===== config.mk =====
export PLATFORM = sky130hd
export DESIGN_NAME = sia_canon
export DESIGN_NICKNAME = d
export VERILOG_FILES = /design/src/rtl/sia_pkg.sv /design/src/rtl/sia_canon.sv
export SDC_FILE = /design/constraint.sdc
export NUM_CORES = 1
export LEC_CHECK = 0
export BUFFER_PORTS_ARGS = -buffer_cell sky130_fd_sc_hd__buf_2
export CAP_MARGIN = 10
export CORE_MARGIN = 8
export CORE_UTILIZATION = 25
export DETAILED_ROUTE_END_ITERATION = 8
export GPL_TIMING_DRIVEN = 0
export PLACE_DENSITY = 0.56
export SLEW_MARGIN = 20
export SYNTH_ARGS = -nofsm -noshare
export SYNTH_HDL_FRONTEND = slang
export SYNTH_SLANG_ARGS = --single-unit

===== constraint.sdc =====
create_clock -name i_clk -period 6.2 [get_ports i_clk]
set_clock_uncertainty 0.2 [all_clocks]
set_input_delay 0.93 -clock i_clk [delete_from_list [all_inputs] [get_ports i_clk]]
set_output_delay 0.93 -clock i_clk [all_outputs]
set_load 0.02 [all_outputs]

===== src/rtl/sia_pkg.sv =====
// Shared types and constants for the saturating interval ALU.
package sia_pkg;

    localparam int FIELD_W = 63;    // width of every bound field on the ports
    localparam int LATENCY = 5;     // cycles from accept to result strobe

    typedef enum logic [1:0] {
        CMD_ADD   = 2'd0,
        CMD_SUB   = 2'd1,
        CMD_MUL   = 2'd2,
        CMD_ISECT = 2'd3
    } t_cmd;

    typedef struct packed {
        t_cmd               command;
        logic [FIELD_W-1:0] left_min;
        logic [FIELD_W-1:0] left_max;
        logic [FIELD_W-1:0] right_min;
        logic [FIELD_W-1:0] right_max;
    } t_in_item;

    typedef struct packed {
        logic [FIELD_W-1:0] result_min;
        logic [FIELD_W-1:0] result_max;
        logic               result_empty;
        logic               intervals_equal;
        logic               left_contains_right;
    } t_out_item;

    // control that rides along with an item between pipeline modules
    typedef struct packed {
        logic valid;
        t_cmd command;
    } t_ctl;

endpackage


===== src/rtl/sia_canon.sv =====
// Input stage: canonicalizes both operand intervals and registers them.
module sia_canon #(
    parameter int W = 63
) (
    input  logic                i_clk,
    input  logic                i_rst_n,
    input  logic                i_valid,
    input  sia_pkg::t_in_item   i_item,
    output sia_pkg::t_ctl       o_ctl,
    output logic [W-1:0]        o_lmin,
    output logic [W-1:0]        o_lmax,
    output logic [W-1:0]        o_rmin,
    output logic [W-1:0]        o_rmax
);

    localparam logic [W-1:0] TOP = {W{1'b1}};

    sia_pkg::t_ctl r_ctl;
    logic [W-1:0]  r_lmin, r_lmax, r_rmin, r_rmax;
    logic [W-1:0]  n_lmin, n_lmax, n_rmin, n_rmax;

    // raw compare first, then clip each bound to TOP
    function automatic logic [W-1:0] f_clip(input logic [sia_pkg::FIELD_W-1:0] v);
        logic [sia_pkg::FIELD_W:0] ext;
        ext = {1'b0, v};
        return (|ext[sia_pkg::FIELD_W:W]) ? TOP : ext[W-1:0];
    endfunction

    always_comb begin
        if (i_item.left_max < i_item.left_min) begin
            n_lmin = TOP;
            n_lmax = TOP;
        end else begin
            n_lmin = f_clip(i_item.left_min);
            n_lmax = f_clip(i_item.left_max);
        end
        if (i_item.right_max < i_item.right_min) begin
            n_rmin = TOP;
            n_rmax = TOP;
        end else begin
            n_rmin = f_clip(i_item.right_min);
            n_rmax = f_clip(i_item.right_max);
        end
    end

    always_ff @(posedge i_clk) begin
        if (!i_rst_n) begin
            r_ctl.valid <= 1'b0;
        end else begin
            r_ctl.valid <= i_valid;
        end
        r_ctl.command <= i_item.command;
        r_lmin        <= n_lmin;
        r_lmax        <= n_lmax;
        r_rmin        <= n_rmin;
        r_rmax        <= n_rmax;
    end

    assign o_ctl  = r_ctl;
    assign o_lmin = r_lmin;
    assign o_lmax = r_lmax;
    assign o_rmin = r_rmin;
    assign o_rmax = r_rmax;

endmodule


-- After elaboration in Yosys (flattened, before gate mapping)
Cells that the tools add are included.
- order comparisons: 2
- operator list (kind ; number):
    63-bit less-than comparator ; 2
- register bits: 255
- bits of input ports: 257

-- Logic depth before layout (Yosys ltp)
Gate-level depths: netlist of the first run.
- depth after elaboration: 1
- depth in mapped cells: 11
- mapped depth without buffers: 8

-- Least setup slack after synthesis of the first run
OpenSTA, ideal clock, no wires.
- path type: in2reg
- start point: in i_item[103] (netlist bit)
- end point: reg r_rmax[23], in the netlist o_rmax[23]
- setup time: 0.068 ns
- arrival: 3.067 ns
- data required time: 5.932 ns
- slack: 2.865 ns
- stages on the path: 11
- buffers on the path: 3
- path through: inv_1 > ha_1 > a21o_1 > a221o_1 > a221oi_2 > o22ai_1 > or4b_1 > buf_4 > buf_8 > buf_12 > o21bai_2
- word-level cells in the longest chain between the ends: 1
- ends and longest elaborated chain (element ; line ; RTL):
    from (decl) ; sia_canon.sv:8 ; input sia_pkg::t_in_item i_item,
    63-bit less-than comparator ; sia_canon.sv:37 ; if (i_item.right_max < i_item.right_min) begin
    to (signal assigned) ; sia_canon.sv:56 ; r_rmax <= n_rmax;
    to (decl) ; sia_canon.sv:19 ; logic [W-1:0] r_lmin, r_lmax, r_rmin, r_rmax;
Every way passes these cells.
A chain may end at the register's enable or synchronous reset.

-- Final worst setup path of the first run
- start point: in i_item[243] (netlist bit)
- end point: reg r_lmax[55], in the netlist o_lmax[55]
- word-level cells in the longest chain between the ends: 1
- ends and longest elaborated chain (element ; line ; RTL):
    63-bit less-than comparator ; sia_canon.sv:30 ; if (i_item.left_max < i_item.left_min) begin
    to (signal assigned) ; sia_canon.sv:54 ; r_lmax <= n_lmax;
    to (decl) ; sia_canon.sv:19 ;
Every way passes these cells.

==> summary.txt, run 1 <==
Power
  – Power Internal: about 0.0031 W
  – Maximum vdd ir drop: between 150 and 200 uV
  – Psw: between 0.001 and 0.0015 W
  – Comb pwr share: 19.6%
  – Pleak: just over 7 nW
  – Flop pwr share: 41.4%
  – PD cells: slightly above 300 nW/um^2
  – Clk pwr share: about two fifths
  – Switching part of the total: 29.18%

Clock tree
  – Post-CTS Hold Fix Bufs: 0
  – Post-CTS Resized: 0
  – Setup Buffers After CTS: 0
  – CTS sink cnt: between 200 and 300
  – CTS max path bufs: 3
  – # H-tree levels: 1
  – Root Buffer: clkbuf_16
  – Num CTS Buffers: 29
  – Clock Pin Slew Worst Setup and Hold Paths: roughly 0.06 ns
  – CTS tree: done

Routing
  – Routed Antenna Nets: 0
  – Pre-antenna DRT Iters: 5
  – Final WL: a little over 40000 microns
  – Via Count: 9420
  – Vias per cell: between 4 and 5
  – Drc violations: 0
  – DRT iter0 DRCs: approximately 570
  – Wire per inst: approximately 19 microns

Finish
  – Final Non-Filler Cells: about 2100
  – Most frequent cells in the layout: buf_2 (532), dfxtp_1 (255), o21ai_0 (140)
  – P&R area growth vs syn: 40.97%
  – Commonest non-fill, non-tap cell in the layout: buf_2
  – FILL cells: ~4200
  – Final Core Density: a little over a third
  – Nets: just under 2000
  – Share of layout cells above drive strength 1: just under 40%

Logic synthesis
  – Synthesized Nets: ~1400
  – Mux cell area share after synthesis: 0%
  – Synth area leaders: dfxtp_1 (50%), ha_1 (15%), o21ai_0 (6.8%)
  – Yosys top cell by area: dfxtp_1
  – Distinct cells, synth: about 40
  – Yosys reg bits: 255
  – Number of synthesis warnings: 0
  – Synth top area share: roughly 50%
  – Post-Synth XOR/XNOR Area: 0%
  – Simple-gate share of the synthesized area: between 4 and 5%
  – Synth Area in Adders: between 10% and 20%
  – Combinational family with the most area after synthesis: compound AO/OA/AOI/OAI gates
  – Synthesized area: 10250 sq um
  – Post-synthesis sequential area ratio: roughly 50%
  – Syn Area/Cell: 10.11 sq um
  – Synth Area in Compound Gates: a little under a quarter
  – Synthesized instance count: between 1000 and 1500

Floorplanning
  – Die height: roughly 220 microns
  – Initial Util: about a quarter
  – Core Box Area: slightly above 40000 sq um
  – Core Rows: 74
  – Die width: roughly 220 microns
  – Die area: ~48000 sq um
  – I/O pin total: roughly 500

Setup path
  – Crit path kind: input pin to register
  – Arrival time worst endpoint: approximately 4.2 ns
  – Worst EP required: around 6.4 ns
  – CP Capture Type: register
  – Startpoint types: input pin
  – CP Max Fanout: 10

Flow run
  – Number of max-cap violations: 0

Timing
  – Slack of the critical path: between 2 and 2.5 ns
  – Worst-Margin Slew: ~0.67 ns
  – Total negative setup slack: 0 ns
  – Fmax: approximately 0.25 GHz
  – RSZ-0062 raised after global routing: no
  – Tmin final: slightly above 4 ns
  – Final hold slack: approximately 0.27 ns
  – Fin. max-slew vios: 0
  – Hold Fails Final Rpt: 0
  – Relative slew slack: ~55%
  – Setup violators final: 0
  – Fin crit share: ~65%

Global route
  – Grt total ovfl: 0
  – Number of global-route vias before repair: 9639
  – Largest net degree at the start of global routing: 15
  – First-pass GRT wire length: 58710 microns
  – Initial antenna violation count: 9
  – GRT Total Usage: between 10% and 20%

Outcome
  – Outcome: completed

Place
  – Placed cell count: between 2000 and 2500
  – Setup WS pre-CTS: between 1 and 1.5 ns
  – Final Wtd Congestion: 0.9162
  – Dpl hpwl: around 34000 microns
  – Port Buffers: 511

Hold path
  – Hold/Removal Path Class: input pin to register
==> worst max-delay path, stage by stage <==
cell	delay, ns
buf_2	0.09
inv_1	0.07
ha_1	0.32
nand4_1	0.17
nor4_1	0.45
nand2_1	0.22
nor4_1	0.55
a41o_1	0.27
buf_2	0.25
buf_2	0.33
clkbuf_1	0.41
o21bai_1	0.15
==> state kept, by name (all words and copies together) (netlist names) <==
signal	cells
o_lmin	63
o_ctl	3
o_rmin	63
o_rmax	63
o_lmax	63
==> power by group through the flow <==
stage	combinational, W	sequential (W)	clock, W
floorplan	0.000289	0.00205	0
global placement	0.000855	0.00185	0
detailed placement	0.000863	0.00186	0
CTS	0.000867	0.00182	0.00175
global route	0.000935	0.00183	0.00182
finish	0.000860	0.00182	0.00171
==> cell usage after synthesis <==
cell type and n:
a211oi_1 2, a21o_1 4, nor3_1 3, or4b_1 1
a21oi_1 55, o21bai_1 88, inv_1 127, and4_1 1
o21ai_1 4, o211ai_1 2, a21oi_2 1, o21ai_0 140
and2_1 2, or3_1 1, ha_1 124, buf_4 1
a221oi_1 5, a221oi_2 1, buf_8 1, clkbuf_1 28
or2_2 1, o31ai_1 1, buf_2 21, a31oi_1 2
a211o_1 1, nor2_1 13, nand3_1 10, buf_12 4
o41ai_1 1, nor2b_1 2, nand4_1 20, o22ai_1 1
nand2b_1 2, o21bai_2 40, a21boi_0 1, a41o_1 1
a221o_1 1, nor4_1 4, dfxtp_1 255, nand2_1 40
or4_4 1
==> final timing paths <==
path,slack (ns),cells after the start,to,start
worst max-delay path,2.16,12,o_lmax[55],i_item[243]
worst min-delay path,0.27,1,o_ctl[1],i_item[253]
==> layout make-up <==
type / instances / area [sq um] / share of cell area, %
clock buffer: 43 / 838.3 / 5.804
tap: 532 / 665.6 / 4.608
antenna: 9 / 22.52 / 0.1559
sequential: 255 / 5105 / 35.34
timing repair buffer: 511 / 2557 / 17.71
inverter: 127 / 476.7 / 3.300
multi-input combinational: 576 / 4352 / 30.13
buffer: 55 / 312.8 / 2.166
clock inverter: 10 / 113.9 / 0.7883
==> stage by stage <==
stage | cell area (sq um) | total power (W)
6_report | 14440 | 0.004394
3_3_place_gp | 13470 | 0.002709
4_1_cts | 14420 | 0.004441
2_1_floorplan | 10250 | 0.002338
3_5_place_dp | 13470 | 0.002719
5_1_grt | 14440 | 0.004590
==> routing by layer <==
layer	vias to the layer above	global-route usage, %	routed length [microns]
met5	-	0	13
met4	2	5.956	1276
met3	75	3.235	2480
met2	312	27.55	20000
met1	4451	19.51	17000
li1	4580	-	-
==> cells by family (layout without fill, tap and decap cells) <==
logic type	count (synthesis)	in the layout
AOI/OAI and AO/OA	351	351
DFF	255	255
buffers and inverters	182	746
adders and majority gates	124	124
and+or+nand+nor	101	101
other	0	9
No activity file was read; power rests on OpenSTA's default activity.
==> inputs of run 2 (changes only) <==
clock period = 3.8 ns   (was 6.2 ns; I/O delays follow)
==> summary.txt, run 2 (synthesized netlist as in run 1, its figures left out) <==
Routing
  – Vias per cell: 4.428 (was 4.448)
  – Pre-antenna DRT Iters: 5 (unchanged)
  – Drc violations: 0 (unchanged)
  – DRT iter0 DRCs: 592 (was 565)
  – Final WL: 41210 microns (was 40760 microns)
  – Via Count: 9640 (was 9420)
  – Routed Antenna Nets: 0 (unchanged)
  – Wire per inst: 18.93 microns (was 19.25 microns)

Setup path
  – Arrival time worst endpoint: 3.80 ns (was 4.24 ns)
  – Most used cell, CP: buf_2 (unchanged)
  – CP Max Fanout: 10 (unchanged)
  – CP Capture Type: register (unchanged)
  – Worst EP required: 4.02 ns (was 6.40 ns)
  – Worst-path cell chain: dlygate4sd3_1 -> buf_2 -> inv_1 -> ha_1 -> a21o_1 -> a221o_1 -> a221oi_2 -> o22ai_1 -> or4b_1 -> buf_4 -> buf_2 -> o21ai_0 (was buf_2 -> inv_1 -> ha_1 -> nand4_1 -> nor4_1 -> nand2_1 -> nor4_1 -> a41o_1 -> buf_2 -> buf_2 -> clkbuf_1 -> o21bai_1)
  – Startpoint types: input pin (unchanged)
  – CP max-delay cell: dlygate4sd3_1 (was nor4_1)
  – Crit-path max cell delay: 0.56 ns (was 0.55 ns)
  – Crit path kind: input pin to register (unchanged)

Global route
  – GRT Total Usage: 16.24% (was 16.02%)
  – Number of global-route vias before repair: 9967 (was 9639)
  – Grt total ovfl: 0 (unchanged)
  – Largest net degree at the start of global routing: 15 (unchanged)
  – Initial antenna violation count: 10 (was 9)
  – First-pass GRT wire length: 59870 microns (was 58710 microns)

Power
  – Psw: 0.002096 W (was 0.001282 W)
  – PD cells: 479.1 nW/um^2 (was 304.2 nW/um^2)
  – Comb pwr share: 20.1% (was 19.6%)
  – Clk pwr share: 38.7% (was 39.0%)
  – Pleak: 7.320 nW (was 7.071 nW)
  – Power Internal: 0.005116 W (was 0.003112 W)
  – Flop pwr share: 41.2% (was 41.4%)
  – Switching part of the total: 29.06% (was 29.18%)
  – Maximum vdd ir drop: 299.0 uV (was 183.3 uV)

Clock tree
  – Setup Buffers After CTS: 0 (unchanged)
  – # H-tree levels: 1 (unchanged)
  – Root Buffer: clkbuf_16 (unchanged)
  – CTS tree: done (unchanged)
  – CTS max path bufs: 3 (unchanged)
  – CTS sink cnt: 255 (unchanged)
  – Clock Pin Slew Worst Setup and Hold Paths: 0.06 ns (about the same)
  – Num CTS Buffers: 29 (unchanged)

Floorplanning
  – Die height: 218.4 microns (unchanged)
  – Initial Util: 25.21% (unchanged)
  – Core Rows: 74 (unchanged)
  – I/O pin total: 512 (unchanged)
  – Core Box Area: 40650 sq um (unchanged)
  – Die width: 218.4 microns (unchanged)
  – Die area: 47720 sq um (unchanged)

Finish
  – Fin area: 15050 sq um (was 14440 sq um)
  – FILL cells: 4154 (was 4214)
  – Commonest non-fill, non-tap cell in the layout: buf_2 (unchanged)
  – Share of layout cells above drive strength 1: 38.59% (was 39.76%)
  – Most frequent cells in the layout: buf_2 (532), dfxtp_1 (255), o21ai_0 (140) (unchanged)
  – Nets: 1994 (was 1936)
  – P&R area growth vs syn: 46.92% (was 40.97%)

Place
  – Dpl cell area: 13470 sq um (unchanged)
  – Port Buffers: 511 (unchanged)
  – Setup WS pre-CTS: -0.6255 ns (was 1.415 ns)
  – Dpl hpwl: 34280 microns (unchanged)
  – Final Wtd Congestion: 0.9162 (unchanged)

Timing
  – Tmin final: ~3.6 ns
  – Worst-Margin Slew: 0.5750 ns (was 0.6667 ns)
  – RSZ-0062 raised after global routing: no (unchanged)
  – Fmax: between 0.2 and 0.3 GHz
  – Hold Fails Final Rpt: 0 (unchanged)
  – Fin crit share: roughly 94%
  – Slack of the critical path: 0.2173 ns (was 2.164 ns)
  – Relative slew slack: 61.31% (was 55.15%)
  – Setup violators final: 0 (unchanged)
  – Fin. max-slew vios: 0 (unchanged)
  – Final hold slack: 0.02421 ns (was 0.2750 ns)

Hold path
  – Worst-case hold path end point: o_lmin[0] (was o_ctl[1])
  – Hold depth: 2 (was 1)
  – Hold Path Origin: i_item[189] (was i_item[253])
  – Hold/Removal Path Class: input pin to register (unchanged)

Flow run
  – Number of max-cap violations: 0 (unchanged)

Outcome
  – Outcome: completed (unchanged)
==> run 2: cell types whose count changed in the layout (fill, tap and decap cells not counted), sizes merged <==
| cell | before | now |
|---|---|---|
| dlygate4sd3 | 0 | 58 |
| diode | 9 | 10 |
==> run 2: power groups by stage <==
| stage | Clock (W) | Combinational, W | Sequential (W) |
|---|---|---|---|
| 5_1_grt | 0.00297 | 0.00158 | 0.00299 |
| 3_3_place_gp | 0 | 0.00139 | 0.00303 |
| 4_1_cts | 0.00286 | 0.00146 | 0.00297 |
| 2_1_floorplan | 0 | 0.000472 | 0.00334 |
| 6_report | 0.00279 | 0.00145 | 0.00297 |
| 3_5_place_dp | 0 | 0.00141 | 0.00303 |
==> run 2: per-stage QoR <==
stage	setup TNS, ns	cells	utilization [%]	power (W)
finish	0	2177	37.03	0.007213
global route	0	2174	37.02	0.007542
CTS	0	2167	36.92	0.007295
detailed placement	-46.08	2056	33.14	0.004437
global placement	-39.76	2056	33.14	0.004420
floorplan	0	1013	-	0.003815
==> run 2: metal layers <==
layer  share of wire, %  vias up  wire [microns]  global-route usage (%)
li1                   -     4696               -                       -
met4                3.2        2            1322                   6.404
met3                6.4       79            2639                   3.194
met5              0.032        -              13                       0
met1                 41     4535           16920                   19.76
met2                 49      328           20320                   27.84
==> run 2: final cells by class <==
| cell class | count | area, sq um | area share (%) |
|---|---|---|---|
| antenna | 10 | 25.02 | 0.1662 |
| buffer | 55 | 314.1 | 2.086 |
| clock buffer | 43 | 838.3 | 5.569 |
| clock inverter | 10 | 113.9 | 0.7564 |
| inverter | 127 | 476.7 | 3.167 |
| multi-input combinational | 576 | 4377 | 29.07 |
| sequential | 255 | 5105 | 33.91 |
| tap | 532 | 665.6 | 4.422 |
| timing repair buffer | 569 | 3138 | 20.85 |
==> run 2: repair_timing <==
| action | 4_1_cts | 5_1_grt |
|---|---|---|
| endpoints found under the setup margin | 5 | 89 |
| hold endpoints to repair | 57 | 0 |
| hold buffers | 58 | 0 |
| gates resized for setup | 1 | 5 |
==> run 2: how the worst max path moves through the flow <==
stage	start	end	slack [ns]
6_report	i_item[103]	o_rmin[56]	0.22
5_1_grt	i_item[103]	o_rmin[56]	0.11
4_1_cts	i_item[50]	o_rmax[39]	0.009
3_5_place_dp	i_item[243]	o_lmax[55]	-0.63
3_3_place_gp	i_item[243]	o_lmax[56]	-0.54
2_1_floorplan	i_item[103]	o_rmax[23]	0.82
==> run 2: worst max-delay path: cells and delay by family <==
kind	cells	cell delay, ns
adders and majority gates	1	0.28
AOI/OAI and AO/OA	5	1.32
and+or+nand+nor	1	0.51
buffers and inverters	5	1.10
